$ cat src/rtl/core/scld_pkg.sv
// Serial command line decoder: shared types, character codes and match helpers.
// No dependencies; imported by scld_decode and serial_command_line_decoder.
`timescale 1ns / 1ps

package scld_pkg;

  typedef enum logic [2:0] {
    KIND_ON       = 3'd0,
    KIND_OFF      = 3'd1,
    KIND_BLINK    = 3'd2,
    KIND_FREQ     = 3'd3,
    KIND_MODL     = 3'd4,
    KIND_SYNTAX   = 3'd5,
    KIND_OVERFLOW = 3'd6
  } scld_kind_e;

  typedef struct packed {
    scld_kind_e  kind;
    logic [15:0] value;
  } scld_result_t;

  typedef struct packed {
    logic [15:0] pulse;
    logic [15:0] freq;
    logic [15:0] mod;
  } scld_limits_t;

  // Register indexes on the config port
  localparam logic [1:0] REG_PULSE_LIMIT = 2'd0;
  localparam logic [1:0] REG_FREQ_LIMIT  = 2'd1;
  localparam logic [1:0] REG_MOD_LIMIT   = 2'd2;

  localparam logic [15:0] PULSE_LIMIT_RST = 16'd1000;
  localparam logic [15:0] FREQ_LIMIT_RST  = 16'd1000;
  localparam logic [15:0] MOD_LIMIT_RST   = 16'd100;

  localparam logic [7:0] CHAR_CR    = 8'h0D;
  localparam logic [7:0] CHAR_SPACE = 8'h20;
  localparam logic [7:0] CHAR_TAB   = 8'h09;
  localparam logic [7:0] CHAR_ZERO  = 8'd48;

  localparam logic [5:0] TEXT_SAT = 6'd63;

  // Keywords, right aligned: the last letter sits in bits 7:0
  localparam logic [39:0] WORD_ON    = 40'("on");
  localparam logic [39:0] WORD_OFF   = 40'("off");
  localparam logic [39:0] WORD_BLINK = 40'("blink");
  localparam logic [39:0] WORD_FREQ  = 40'("freq");
  localparam logic [39:0] WORD_MODL  = 40'("modl");

  localparam logic [2:0] LEN_ON    = 3'd2;
  localparam logic [2:0] LEN_OFF   = 3'd3;
  localparam logic [2:0] LEN_BLINK = 3'd5;
  localparam logic [2:0] LEN_FREQ  = 3'd4;
  localparam logic [2:0] LEN_MODL  = 3'd4;

  // True if a keyword candidate survives byte b at text position pos.
  // Exact words die on any byte past their end; prefixes live on.
  function automatic logic word_keep(logic [39:0] word, logic [2:0] len, logic exact,
                                     logic [5:0] pos, logic [7:0] b);
    logic [5:0]  sh;
    logic [39:0] shifted;
    sh      = {len - 3'd1 - pos[2:0], 3'b000};
    shifted = word >> sh;
    if (pos < {3'b000, len}) begin
      return shifted[7:0] == b;
    end
    return !exact;
  endfunction

  // Signed 32-bit compare of the argument against [lo, limit]
  function automatic logic arg_in_range(logic [31:0] acc, logic lo_one, logic [15:0] limit);
    return !acc[31] && (acc >= {31'b0, lo_one}) && (acc <= {16'b0, limit});
  endfunction

endpackage

$ cat src/rtl/core/scld_decode.sv
// Per-byte line state (trim flag, counters, keyword candidates, argument) and
// the end-of-line decision. Depends on scld_pkg.
`timescale 1ns / 1ps

module scld_decode import scld_pkg::*; #(
  parameter int LINE_MAX = 32
) (
  input  logic         clk_i,
  input  logic         rst_ni,
  input  logic         step_i,
  input  logic [7:0]   byte_i,
  input  scld_limits_t limits_i,
  output scld_result_t res_o
);

  localparam int LC_W = $clog2(LINE_MAX + 1);

  logic            trimming_q, trimming_d;
  logic [LC_W-1:0] line_count_q, line_count_d;
  logic [5:0]      text_count_q, text_count_d;
  logic [4:0]      alive_q, alive_d;
  logic [31:0]     acc_q, acc_d;
  logic            overflowed_q, overflowed_d;

  logic            is_cr;
  logic            is_blank;
  logic            line_full;
  logic [31:0]     acc_x10;
  logic [4:0]      keep;

  assign is_cr     = byte_i == CHAR_CR;
  assign is_blank  = (byte_i == CHAR_SPACE) || (byte_i == CHAR_TAB);
  assign line_full = line_count_q == LC_W'(LINE_MAX);
  assign acc_x10   = {acc_q[28:0], 3'b000} + {acc_q[30:0], 1'b0};

  assign keep[0] = word_keep(WORD_ON,    LEN_ON,    1'b1, text_count_q, byte_i);
  assign keep[1] = word_keep(WORD_OFF,   LEN_OFF,   1'b1, text_count_q, byte_i);
  assign keep[2] = word_keep(WORD_BLINK, LEN_BLINK, 1'b0, text_count_q, byte_i);
  assign keep[3] = word_keep(WORD_FREQ,  LEN_FREQ,  1'b0, text_count_q, byte_i);
  assign keep[4] = word_keep(WORD_MODL,  LEN_MODL,  1'b0, text_count_q, byte_i);

  always_comb begin
    trimming_d   = trimming_q;
    line_count_d = line_count_q;
    text_count_d = text_count_q;
    alive_d      = alive_q;
    acc_d        = acc_q;
    overflowed_d = overflowed_q;

    if (line_full) begin
      overflowed_d = 1'b1;
    end else begin
      line_count_d = line_count_q + LC_W'(1);
    end

    if (is_cr) begin
      trimming_d   = 1'b1;
      line_count_d = '0;
      text_count_d = '0;
      alive_d      = '1;
      acc_d        = '0;
      overflowed_d = 1'b0;
    end else if (!(trimming_q && is_blank)) begin
      trimming_d = 1'b0;
      alive_d    = alive_q & keep;
      if (text_count_q != TEXT_SAT) begin
        text_count_d = text_count_q + 6'd1;
      end
      if (byte_i == CHAR_SPACE) begin
        acc_d = '0;
      end else begin
        acc_d = acc_x10 + {24'b0, byte_i} - {24'b0, CHAR_ZERO};
      end
    end
  end

  // End-of-line decision from the state the line left behind
  always_comb begin
    res_o.kind  = KIND_SYNTAX;
    res_o.value = '0;
    if (overflowed_q || line_full) begin
      res_o.kind = KIND_OVERFLOW;
    end else if (alive_q[0] && text_count_q == 6'd2) begin
      res_o.kind = KIND_ON;
    end else if (alive_q[1] && text_count_q == 6'd3) begin
      res_o.kind = KIND_OFF;
    end else if (alive_q[2] && text_count_q >= 6'd5) begin
      if (arg_in_range(acc_q, 1'b1, limits_i.pulse)) begin
        res_o.kind  = KIND_BLINK;
        res_o.value = acc_q[15:0];
      end
    end else if (alive_q[3] && text_count_q >= 6'd4) begin
      if (arg_in_range(acc_q, 1'b1, limits_i.freq)) begin
        res_o.kind  = KIND_FREQ;
        res_o.value = acc_q[15:0];
      end
    end else if (alive_q[4] && text_count_q >= 6'd4) begin
      if (arg_in_range(acc_q, 1'b0, limits_i.mod)) begin
        res_o.kind  = KIND_MODL;
        res_o.value = acc_q[15:0];
      end
    end
  end

  always_ff @(posedge clk_i or negedge rst_ni) begin
    if (!rst_ni) begin
      trimming_q   <= 1'b1;
      line_count_q <= '0;
      text_count_q <= '0;
      alive_q      <= '1;
      acc_q        <= '0;
      overflowed_q <= 1'b0;
    end else if (step_i) begin
      trimming_q   <= trimming_d;
      line_count_q <= line_count_d;
      text_count_q <= text_count_d;
      alive_q      <= alive_d;
      acc_q        <= acc_d;
      overflowed_q <= overflowed_d;
    end
  end

  a_cr_clears: assert property (@(posedge clk_i) disable iff (!rst_ni)
    (step_i && is_cr) |=> (trimming_q && line_count_q == '0 && !overflowed_q))
    else $error("line state not cleared after carriage return");

  a_text_after_trim: assert property (@(posedge clk_i) disable iff (!rst_ni)
    (text_count_q != 6'd0) |-> !trimming_q)
    else $error("text counted while still trimming");

  a_overflow_full: assert property (@(posedge clk_i) disable iff (!rst_ni)
    overflowed_q |-> line_full)
    else $error("overflow flag set on a line that is not full");

endmodule

$ cat src/rtl/core/serial_command_line_decoder.sv
// Serial command line decoder, top level: input beat register, limit registers,
// result register. Depends on scld_pkg and scld_decode.
//
//   port group   dir  width  contents
//   s_axis_*     in   8      rx_byte
//   m_axis_*     out  24     cmd_kind [2:0], cmd_value [18:3], zero [23:19]
//   cfg_*        in   2/16   limit register writes (0 pulse, 1 freq, 2 mod)
//
// One byte per cycle sustained while no carriage return waits on a held result. A carriage
// return's result passes the input register, then the result register.
// Reset brings the limits to 1000/1000/100 and an empty line; no clearing pass.
// A held result stalls only carriage returns; other bytes keep flowing past it.
`timescale 1ns / 1ps

module serial_command_line_decoder import scld_pkg::*; #(
  parameter int LINE_MAX = 32
) (
  input  logic        clk_i,
  input  logic        rst_ni,
  input  logic        s_axis_tvalid,
  output logic        s_axis_tready,
  input  logic [7:0]  s_axis_tdata,   // [7:0] rx_byte
  output logic        m_axis_tvalid,
  input  logic        m_axis_tready,
  output logic [23:0] m_axis_tdata,   // [2:0] cmd_kind, [18:3] cmd_value, rest zero
  input  logic        cfg_we_i,
  input  logic [1:0]  cfg_index_i,
  input  logic [15:0] cfg_data_i
);

  logic         in_valid_q;
  logic [7:0]   in_byte_q;
  logic         in_cr;
  logic         in_go;
  logic         out_valid_q;
  scld_result_t out_res_q;
  scld_result_t res;
  scld_limits_t limits_q;

  assign in_cr = in_byte_q == CHAR_CR;
  // Only a carriage return needs the result slot free
  assign in_go = in_valid_q && (!in_cr || !out_valid_q || m_axis_tready);
  assign s_axis_tready = !in_valid_q || in_go;

  always_ff @(posedge clk_i or negedge rst_ni) begin
    if (!rst_ni) begin
      in_valid_q <= 1'b0;
    end else if (s_axis_tready) begin
      in_valid_q <= s_axis_tvalid;
    end
  end

  always_ff @(posedge clk_i) begin
    if (s_axis_tvalid && s_axis_tready) begin
      in_byte_q <= s_axis_tdata;
    end
  end

  always_ff @(posedge clk_i or negedge rst_ni) begin
    if (!rst_ni) begin
      limits_q.pulse <= PULSE_LIMIT_RST;
      limits_q.freq  <= FREQ_LIMIT_RST;
      limits_q.mod   <= MOD_LIMIT_RST;
    end else if (cfg_we_i) begin
      unique case (cfg_index_i)
        REG_PULSE_LIMIT: limits_q.pulse <= cfg_data_i;
        REG_FREQ_LIMIT:  limits_q.freq  <= cfg_data_i;
        REG_MOD_LIMIT:   limits_q.mod   <= cfg_data_i;
        default: ;
      endcase
    end
  end

  scld_decode #(
    .LINE_MAX (LINE_MAX)
  ) u_decode (
    .clk_i    (clk_i),
    .rst_ni   (rst_ni),
    .step_i   (in_go),
    .byte_i   (in_byte_q),
    .limits_i (limits_q),
    .res_o    (res)
  );

  always_ff @(posedge clk_i or negedge rst_ni) begin
    if (!rst_ni) begin
      out_valid_q <= 1'b0;
    end else if (in_go && in_cr) begin
      out_valid_q <= 1'b1;
    end else if (m_axis_tready) begin
      out_valid_q <= 1'b0;
    end
  end

  always_ff @(posedge clk_i) begin
    if (in_go && in_cr) begin
      out_res_q <= res;
    end
  end

  assign m_axis_tvalid = out_valid_q;
  assign m_axis_tdata  = {5'b0, out_res_q.value, out_res_q.kind};

  a_cr_lands: assert property (@(posedge clk_i) disable iff (!rst_ni)
    (in_go && in_cr) |=> out_valid_q)
    else $error("carriage return left no result");

  a_value_zero: assert property (@(posedge clk_i) disable iff (!rst_ni)
    (out_valid_q && (out_res_q.kind == KIND_ON || out_res_q.kind == KIND_OFF ||
     out_res_q.kind == KIND_SYNTAX || out_res_q.kind == KIND_OVERFLOW))
    |-> out_res_q.value == 16'd0)
    else $error("nonzero value on a result without argument");

  a_in_hold: assert property (@(posedge clk_i) disable iff (!rst_ni)
    (in_valid_q && !in_go) |=> (in_valid_q && $stable(in_byte_q)))
    else $error("stalled input beat lost or changed");

endmodule

$ cat config.mk
export PLATFORM = sky130hd
export DESIGN_NAME = serial_command_line_decoder
export DESIGN_NICKNAME = d
export VERILOG_FILES = /design/src/rtl/core/scld_pkg.sv /design/src/rtl/core/scld_decode.sv /design/src/rtl/core/serial_command_line_decoder.sv
export SDC_FILE = /design/constraint.sdc
export NUM_CORES = 1
export LEC_CHECK = 0
export BUFFER_PORTS_ARGS = -buffer_cell sky130_fd_sc_hd__buf_2
export CAP_MARGIN = 25
export CORE_MARGIN = 1
export CORE_UTILIZATION = 60
export DETAILED_ROUTE_END_ITERATION = 12
export PLACE_DENSITY = 0.81
export SETUP_SLACK_MARGIN = 0.05
export SLEW_MARGIN = 20
export SYNTH_ARGS = -nofsm -noshare
export SYNTH_HDL_FRONTEND = slang
export SYNTH_SLANG_ARGS = --single-unit
$ cat constraint.sdc
create_clock -name clk_i -period 5.4 [get_ports clk_i]
set_clock_uncertainty 0.2 [all_clocks]
set_input_delay 1.62 -clock clk_i [delete_from_list [all_inputs] [get_ports clk_i]]
set_output_delay 1.62 -clock clk_i [all_outputs]
set_load 0.01 [all_outputs]
==> results of run 1 <==
-- through the flow --
stage / cell area (sq um) / setup slack, ns / util / std cells / hold slack, ns
after floorplan: 9460 / 1.450 / - / 990 / 0.2394
after global placement: 9883 / 1.205 / 0.6477 / 1225 / 0.2489
after detailed placement: 9883 / 1.090 / 0.6477 / 1225 / 0.2552
after CTS: 10500 / 1.072 / 0.6882 / 1257 / 0.2651
after global routing: 10500 / 0.5932 / 0.6882 / 1257 / 0.2874
final: 10500 / 0.9619 / 0.6882 / 1257 / 0.2633
-- synthesized netlist by cell type, drive strengths merged (23+ instances only) --
library cell and number:
inv 150, a21oi 56, nor2 33, dfrtp 80
nand2 57, o21ai 51, a21o 31, a22o 28
ha 145, nor3 29, mux2 34, clkbuf 23
edfxtp 27
-- worst max-delay path by stage --
stage	startpoint	end	slack, ns	cells past startpoint
final	in_byte_q[3]$_DFFE_PP_	u_decode.acc_q[29]$_DFFE_PN0P_	0.96	15
after global routing	in_byte_q[3]$_DFFE_PP_	u_decode.acc_q[29]$_DFFE_PN0P_	0.59	15
after CTS	in_byte_q[3]$_DFFE_PP_	u_decode.acc_q[29]$_DFFE_PN0P_	1.07	15
after detailed placement	in_byte_q[3]$_DFFE_PP_	u_decode.acc_q[29]$_DFFE_PN0P_	1.09	15
after global placement	in_byte_q[3]$_DFFE_PP_	u_decode.acc_q[29]$_DFFE_PN0P_	1.20	15
after floorplan	in_byte_q[3]$_DFFE_PP_	u_decode.acc_q[29]$_DFFE_PN0P_	1.45	16
-- registers in the layout, summed over array words and instances (netlist names) --
register               flops
in_byte_q                  8
in_valid_q                 1
limits_q                  48
m_axis_tdata              19
m_axis_tvalid              1
u_decode.acc_q            32
u_decode.alive_q           5
u_decode.line_count_q      6
u_decode.overflowed_q      1
u_decode.text_count_q      6
u_decode.trimming_q        1
-- worst max-delay path, cell delays in order, from the launching register on --
cell      delay (ns)
edfxtp_1        0.54
inv_1           0.18
fa_1            0.56
inv_1           0.04
ha_1            0.27
ha_1            0.21
inv_1           0.07
fa_1            0.37
nand2b_1        0.20
a21oi_1         0.24
o211ai_1        0.16
a21oi_1         0.47
o221ai_1        0.27
o21ai_0         0.25
xor2_1          0.09
a22o_1          0.19
-- layout make-up --
type	instances	area share
Tap cell	211	0.02514
Clock buffer	30	0.05505
Clock inverter	2	0.003694
Inverter	150	0.05362
Sequential cell	128	0.3204
Timing Repair Buffer	56	0.02812
Multi-Input combinational cell	680	0.5139
-- layer usage --
| metal | up-vias | GRT usage | routed length, um |
|---|---|---|---|
| li1 | 3595 | - | - |
| met1 | 3713 | 0.3580 | 9579 |
| met2 | 243 | 0.5005 | 10720 |
| met3 | 45 | 0.04816 | 1068 |
| met4 | 0 | 0.1120 | 551 |
| met5 | - | 0 | 0 |
-- cells by family after synthesis --
kind of cell	synth area share
other	0.0003970
buffers and inverters	0.07537
XOR/XNOR	0.03338
AO/OA/AOI/OAI	0.1660
AND/OR/NAND/NOR	0.1223
flip-flops	0.3562
multiplexers	0.04160
adder cells (fa/ha/maj)	0.2048
==> results by group, run 1 <==
Worst setup path
  – Worst setup EP type: flip-flop
  – WS Path Type: reg -> reg
  – CP Max Fanout: 11
  – Worst flop-to-flop path startpoint: in_byte_q[3]$_DFFE_PP_
  – Reg2Reg Setup Slack: 0.96 ns
  – Setup crit start kind: flip-flop
  – Worst path required time: 5.51 ns
  – RR Endpoint: u_decode.acc_q[29]$_DFFE_PN0P_
  – CP arrival: 4.55 ns
  – Reg2Reg Depth: 15

STA
  – RSZ-0062 raised after global routing: false
  – Slew headroom: 0.3263
  – Pins Over Slew Limit: 0
  – Fin crit period: 4.438 ns
  – Highest clock rate: 0.2253 GHz
  – # setup viols final: 0
  – Worst Max-Slew Pin Slew: 1.009 ns
  – Final Cycle Share: 0.8219
  – TNS Setup: 0 ns
  – Endpoints failing hold: 0

Min path
  – Hold Path Class: reg -> reg
  – Hold Crit Endpoint: u_decode.trimming_q$_DFFE_PN1P_
  – Hold depth: 2
  – Hold path startpoint: u_decode.trimming_q$_DFFE_PN1P_

Synth
  – Synthesis Warnings: 0
  – Synthesized cell area: 0.009445 sq mm
  – Cells after Synth: 986
  – Synth top area cells: dfrtp_1, ha_1, edfxtp_1
  – Synth Flop Type: dfrtp_1
  – Post-synthesis cell type count: 71
  – Area leader, netlist: dfrtp_1
  – Area share of the largest cell type after synthesis: 0.2119
  – Post-synthesis sequential area ratio: 0.3562
  – Async S/R FF share, synth: 0.7891
  – #FFs+latches synth: 128
  – Post-synth EDFFs: 27
  – Syn Area/Cell: 9.579 sq um

Cells and area
  – Layout fillers: 1140
  – Share of cells above drive strength 1: 0.1415
  – Most frequent cells in the layout: inv_1, ha_1, dfrtp_1, nand2_1, a21oi_1
  – Multi-input logic area: 0.005396 sq mm
  – Commonest non-fill, non-tap cell in the layout: inv_1
  – Total Nets Final: 1215
  – Layout area overhead: 11.17%
  – ANT cells: 0
  – Sequential Area: 0.003364 sq mm

Placement
  – RD Place Congestion: 0.9336
  – PortBufs: 51
  – DP Wirelength: 15.87 mm

Drt
  – TritonRoute pass-1 iters: 5
  – WL/cell: 17.44 um
  – Routed vias/inst: 6.043
  – Routed wire length: 21.92 mm
  – DRC viols: 0
  – Initial DRC count: 512
  – Routed Antenna Nets: 0
  – Via count: 7596

Floorplan
  – Die H: 127.5 um
  – Rows: 45
  – Initial core utilization: 0.6190
  – Core Region: 0.01526 sq mm
  – I/O pin count: 57
  – Die Width: 127.5 um
  – Die footprint: 0.01625 sq mm

Clock tree
  – Clock Latency Late Sink: 0.43 ns
  – CTS tree: done
  – Clock slew at reported path FFs: 0.06 ns
  – CTS Root Cell: clkbuf_16
  – Hold buffer count at cts: 0
  – PostCTS Resize Cnt: 0
  – H-tree depth: 4
  – CTS buffer count: 17
  – CTS Buffer Depth: 2
  – Setup Fix Bufs, Post-CTS: 0
  – Clock sink count: 128

Global routing
  – GRT Util Overall: 0.2881
  – Largest net degree at the start of global routing: 68
  – Antenna violations before repair: 0
  – Overflow after GRT: 0
  – Number of global-route vias before repair: 7566
  – First-pass GRT wire length: 36.83 mm

Flow run
  – Max_cap viols: 0

Outcome
  – Status: finished, final reports clean
Power of run 1 is left out: the tool's default activity adds up to more than one toggle a clock period on the data nets, which glitch-free logic cannot reach.
==> run 2: changes to the inputs <==
--- a/config.mk
+++ b/config.mk
@@ -5,12 +5,13 @@
 export SDC_FILE = /design/constraint.sdc
 export NUM_CORES = 1
 export LEC_CHECK = 0
+export ABC_AREA = 1
 export BUFFER_PORTS_ARGS = -buffer_cell sky130_fd_sc_hd__buf_2
 export CAP_MARGIN = 25
 export CORE_MARGIN = 1
-export CORE_UTILIZATION = 60
+export CORE_UTILIZATION = 57
 export DETAILED_ROUTE_END_ITERATION = 12
-export PLACE_DENSITY = 0.81
+export PLACE_DENSITY = 0.8
 export SETUP_SLACK_MARGIN = 0.05
 export SLEW_MARGIN = 20
 export SYNTH_ARGS = -nofsm -noshare
==> constraint.sdc (replaced) <==
create_clock -name clk_i -period 3.8 [get_ports clk_i]
set_clock_uncertainty 0.2 [all_clocks]
set_input_delay 1.14 -clock clk_i [delete_from_list [all_inputs] [get_ports clk_i]]
set_output_delay 1.14 -clock clk_i [all_outputs]
set_load 0.01 [all_outputs]
==> results by group, run 2 <==
STA
  – Pins Over Slew Limit: 0 (unchanged)
  – Final Cycle Share: 0.9138 (+0.09198)
  – TNS Setup: 0 ns (unchanged)
  – Fin crit period: 3.473 ns (-0.9654 ns)
  – # setup viols final: 0 (unchanged)
  – Highest clock rate: 0.2880 GHz (+28%)
  – Worst Max-Slew Pin Slew: 0.8386 ns (-0.1708 ns)
  – Slew headroom: 0.4410 (+0.1146)
  – RSZ-0062 raised after global routing: false
  – Endpoints failing hold: 0 (unchanged)

Clock tree
  – Clock sink count: 128 (unchanged)
  – Clock slew at reported path FFs: 0.06 ns (about the same)
  – Hold buffer count at cts: 0 (unchanged)
  – H-tree depth: 4 (unchanged)
  – Setup Fix Bufs, Post-CTS: 0 (unchanged)
  – CTS Buffer Depth: 2 (unchanged)
  – CTS tree: done
  – CTS Root Cell: clkbuf_16
  – Clock Latency Late Sink: 0.44 ns (about the same)
  – PostCTS Resize Cnt: 0 (unchanged)
  – CTS buffer count: 17 (unchanged)

Global routing
  – Largest net degree at the start of global routing: 53 (-22%)
  – Antenna violations before repair: 0 (unchanged)
  – Overflow after GRT: 0 (unchanged)
  – Number of global-route vias before repair: 8645 (+14%)
  – GRT Util Overall: 0.2868 (-0.001356)
  – First-pass GRT wire length: 41.05 mm (+11%)

Cells and area
  – Reg with most FFs: limits_q
  – Most frequent cells in the layout: nand2_1, inv_1, ha_1, nor2_1, o21ai_0
  – Share of cells above drive strength 1: 0.1246 (-0.01685)
  – ANT cells: 0 (unchanged)
  – Commonest non-fill, non-tap cell in the layout: nand2_1
  – Layout area overhead: 10.27%
  – Number of flip-flops in the largest register: 48 (unchanged)
  – Total Nets Final: 1549 (+27%)

Worst setup path
  – Crit-path max cell delay: 0.49 ns (-0.07 ns)
  – CP Max Fanout: 6 (-5)
  – Worst setup EP type: flip-flop
  – CP arrival: 3.60 ns (-0.95 ns)
  – Reg2Reg Depth: 17 (+2)
  – Reg2Reg Setup Slack: 0.33 ns (-0.63 ns)
  – Worst Setup EP: u_decode.acc_q[29]$_DFFE_PN0P_
  – CP startpoint: u_decode.acc_q[2]$_DFFE_PN0P_
  – Worst path required time: 3.92 ns (-1.59 ns)
  – Crit-path most repeated cell: nand2_1
  – Setup crit start kind: flip-flop
  – WS Path Type: reg -> reg
  – Slowest CP cell: fa_1
  – Worst-path cell chain: inv_1 > fa_1 > inv_1 > ha_1 > ha_1 > inv_1 > fa_1 > o21ai_1 > nand2_1 > nand2_1 > nand2_1 > nand2_1 > nand2_1 > nand2_1 > nand2_1 > nand3_2 > nand2_1
  – Worst flop-to-flop path startpoint: u_decode.acc_q[2]$_DFFE_PN0P_
  – RR Endpoint: u_decode.acc_q[29]$_DFFE_PN0P_

Drt
  – Routed Antenna Nets: 0 (unchanged)
  – Via count: 8832 (+16%)
  – Routed vias/inst: 5.503 (-8.9%)
  – Initial DRC count: 612 (+20%)
  – TritonRoute pass-1 iters: 6 (+1)
  – WL/cell: 15.12 um (-13%)
  – Routed wire length: 24.27 mm (+11%)
  – DRC viols: 0 (unchanged)

Synth
  – Synthesized cell area: 0.01009 sq mm (+6.8%)
  – Synthesis Warnings: 0 (unchanged)
  – Async S/R FF share, synth: 0.7891 (unchanged)
  – Cells after Synth: 1311 (+33%)
  – Area share of the largest cell type after synthesis: 0.1984 (-0.01356)
  – #FFs+latches synth: 128 (unchanged)
  – Area leader, netlist: dfrtp_1
  – Post-synthesis sequential area ratio: 0.3334 (-0.02279)
  – Post-synthesis cell type count: 49 (-31%)
  – Post-synth top cells: nand2_1, inv_1, ha_1
  – Count leader, synth: nand2_1
  – Synth top area cells: dfrtp_1, ha_1, nand2_1
  – Synth Flop Type: dfrtp_1
  – Syn Area/Cell: 7.697 sq um (-20%)
  – Post-synth EDFFs: 27 (unchanged)

Floorplan
  – Core Region: 0.01730 sq mm (+13%)
  – Die Width: 135.1 um (+6.0%)
  – Die H: 135.1 um (+6.0%)
  – Initial core utilization: 0.5834 (-0.03562)
  – I/O pin count: 57 (unchanged)
  – Die footprint: 0.01824 sq mm (+12%)
  – Rows: 48 (+6.7%)

Placement
  – DP Wirelength: 18.28 mm (+15%)
  – PortBufs: 51 (unchanged)
  – RD Place Congestion: 0.9884 (+5.9%)

Outcome
  – Status: finished, final reports clean

Flow run
  – Max_cap viols: 0 (unchanged)

Min path
  – Hold Path Class: reg -> reg
[run 2: cell count changes after synthesis, sizes merged, moves of 10 or more]
cell / previous run / this run
a21o: 31 / 3
a22o: 28 / 0
clkbuf: 23 / 10
inv: 150 / 233
mux2: 34 / 0
nand2: 57 / 318
nand2b: 11 / 0
nand3: 20 / 66
nor2: 33 / 111
nor2b: 10 / 0
nor4: 11 / 1
o21ai: 51 / 112
xnor2: 22 / 9
[run 2: kinds of logic (layout without fill, tap and decap cells)]
group,count (synthesis),in the layout,synth area share
simple gates,552,552,0.2435
buf+inv,261,326,0.1045
compound gates,196,196,0.1074
fa+ha+maj,151,151,0.1917
flops,128,128,0.3334
xor+xnor,22,22,0.01910
other cells,1,5,0.0003716
[run 2: how the worst min path moves through the flow]
stage / cells after the start / to / from
finish: 2 / u_decode.alive_q[4]$_DFFE_PN1P_ / u_decode.alive_q[4]$_DFFE_PN1P_
global route: 2 / u_decode.alive_q[4]$_DFFE_PN1P_ / u_decode.alive_q[4]$_DFFE_PN1P_
CTS: 2 / u_decode.alive_q[4]$_DFFE_PN1P_ / u_decode.alive_q[4]$_DFFE_PN1P_
detailed placement: 2 / u_decode.alive_q[4]$_DFFE_PN1P_ / u_decode.alive_q[4]$_DFFE_PN1P_
global placement: 2 / u_decode.alive_q[0]$_DFFE_PN1P_ / u_decode.alive_q[0]$_DFFE_PN1P_
floorplan: 2 / u_decode.alive_q[0]$_DFFE_PN1P_ / u_decode.alive_q[0]$_DFFE_PN1P_
[run 2: stage by stage]
| step | cell area (sq um) | utilization | cells | setup WS [ns] | hold slack (ns) |
|---|---|---|---|---|---|
| floorplan | 10110 | - | 1315 | 0.6419 | 0.2419 |
| global placement | 10560 | 0.6104 | 1573 | 0.5324 | 0.2474 |
| detailed placement | 10560 | 0.6104 | 1573 | 0.4321 | 0.2616 |
| CTS | 11130 | 0.6433 | 1605 | 0.3590 | 0.2713 |
| global route | 11130 | 0.6433 | 1605 | 0.06027 | 0.2902 |
| finish | 11130 | 0.6433 | 1605 | 0.3274 | 0.2734 |
[run 2: area by class of cell]
| class | count | area, sq um |
|---|---|---|
| fillers | 1495 | 6170 |
| multi-input cells | 926 | 5687 |
| flip-flops and latches | 128 | 3364 |
| inverters | 233 | 879.6 |
| clock buffers | 18 | 439.2 |
| repair buffers | 61 | 345.3 |
| well taps | 225 | 281.5 |
| clock inverters | 14 | 130.1 |
[run 2: per-layer routing]
metal | part of all wire | global-route usage | vias up
li1 | - | - | 4349
met1 | 0.44 | 0.3638 | 4152
met2 | 0.47 | 0.4860 | 276
met3 | 0.058 | 0.05218 | 55
met4 | 0.024 | 0.1080 | 0
met5 | 0 | 0 | -
[run 2: worst max-delay path, delay by kind of cell, from the launching register on]
family / cells / cell delay (ns)
buf+inv: 3 / 0.25
compound gates: 1 / 0.31
fa+ha+maj: 4 / 1.39
simple gates: 9 / 0.78
flops: 1 / 0.44
Power of run 2 is left out for the same reason.
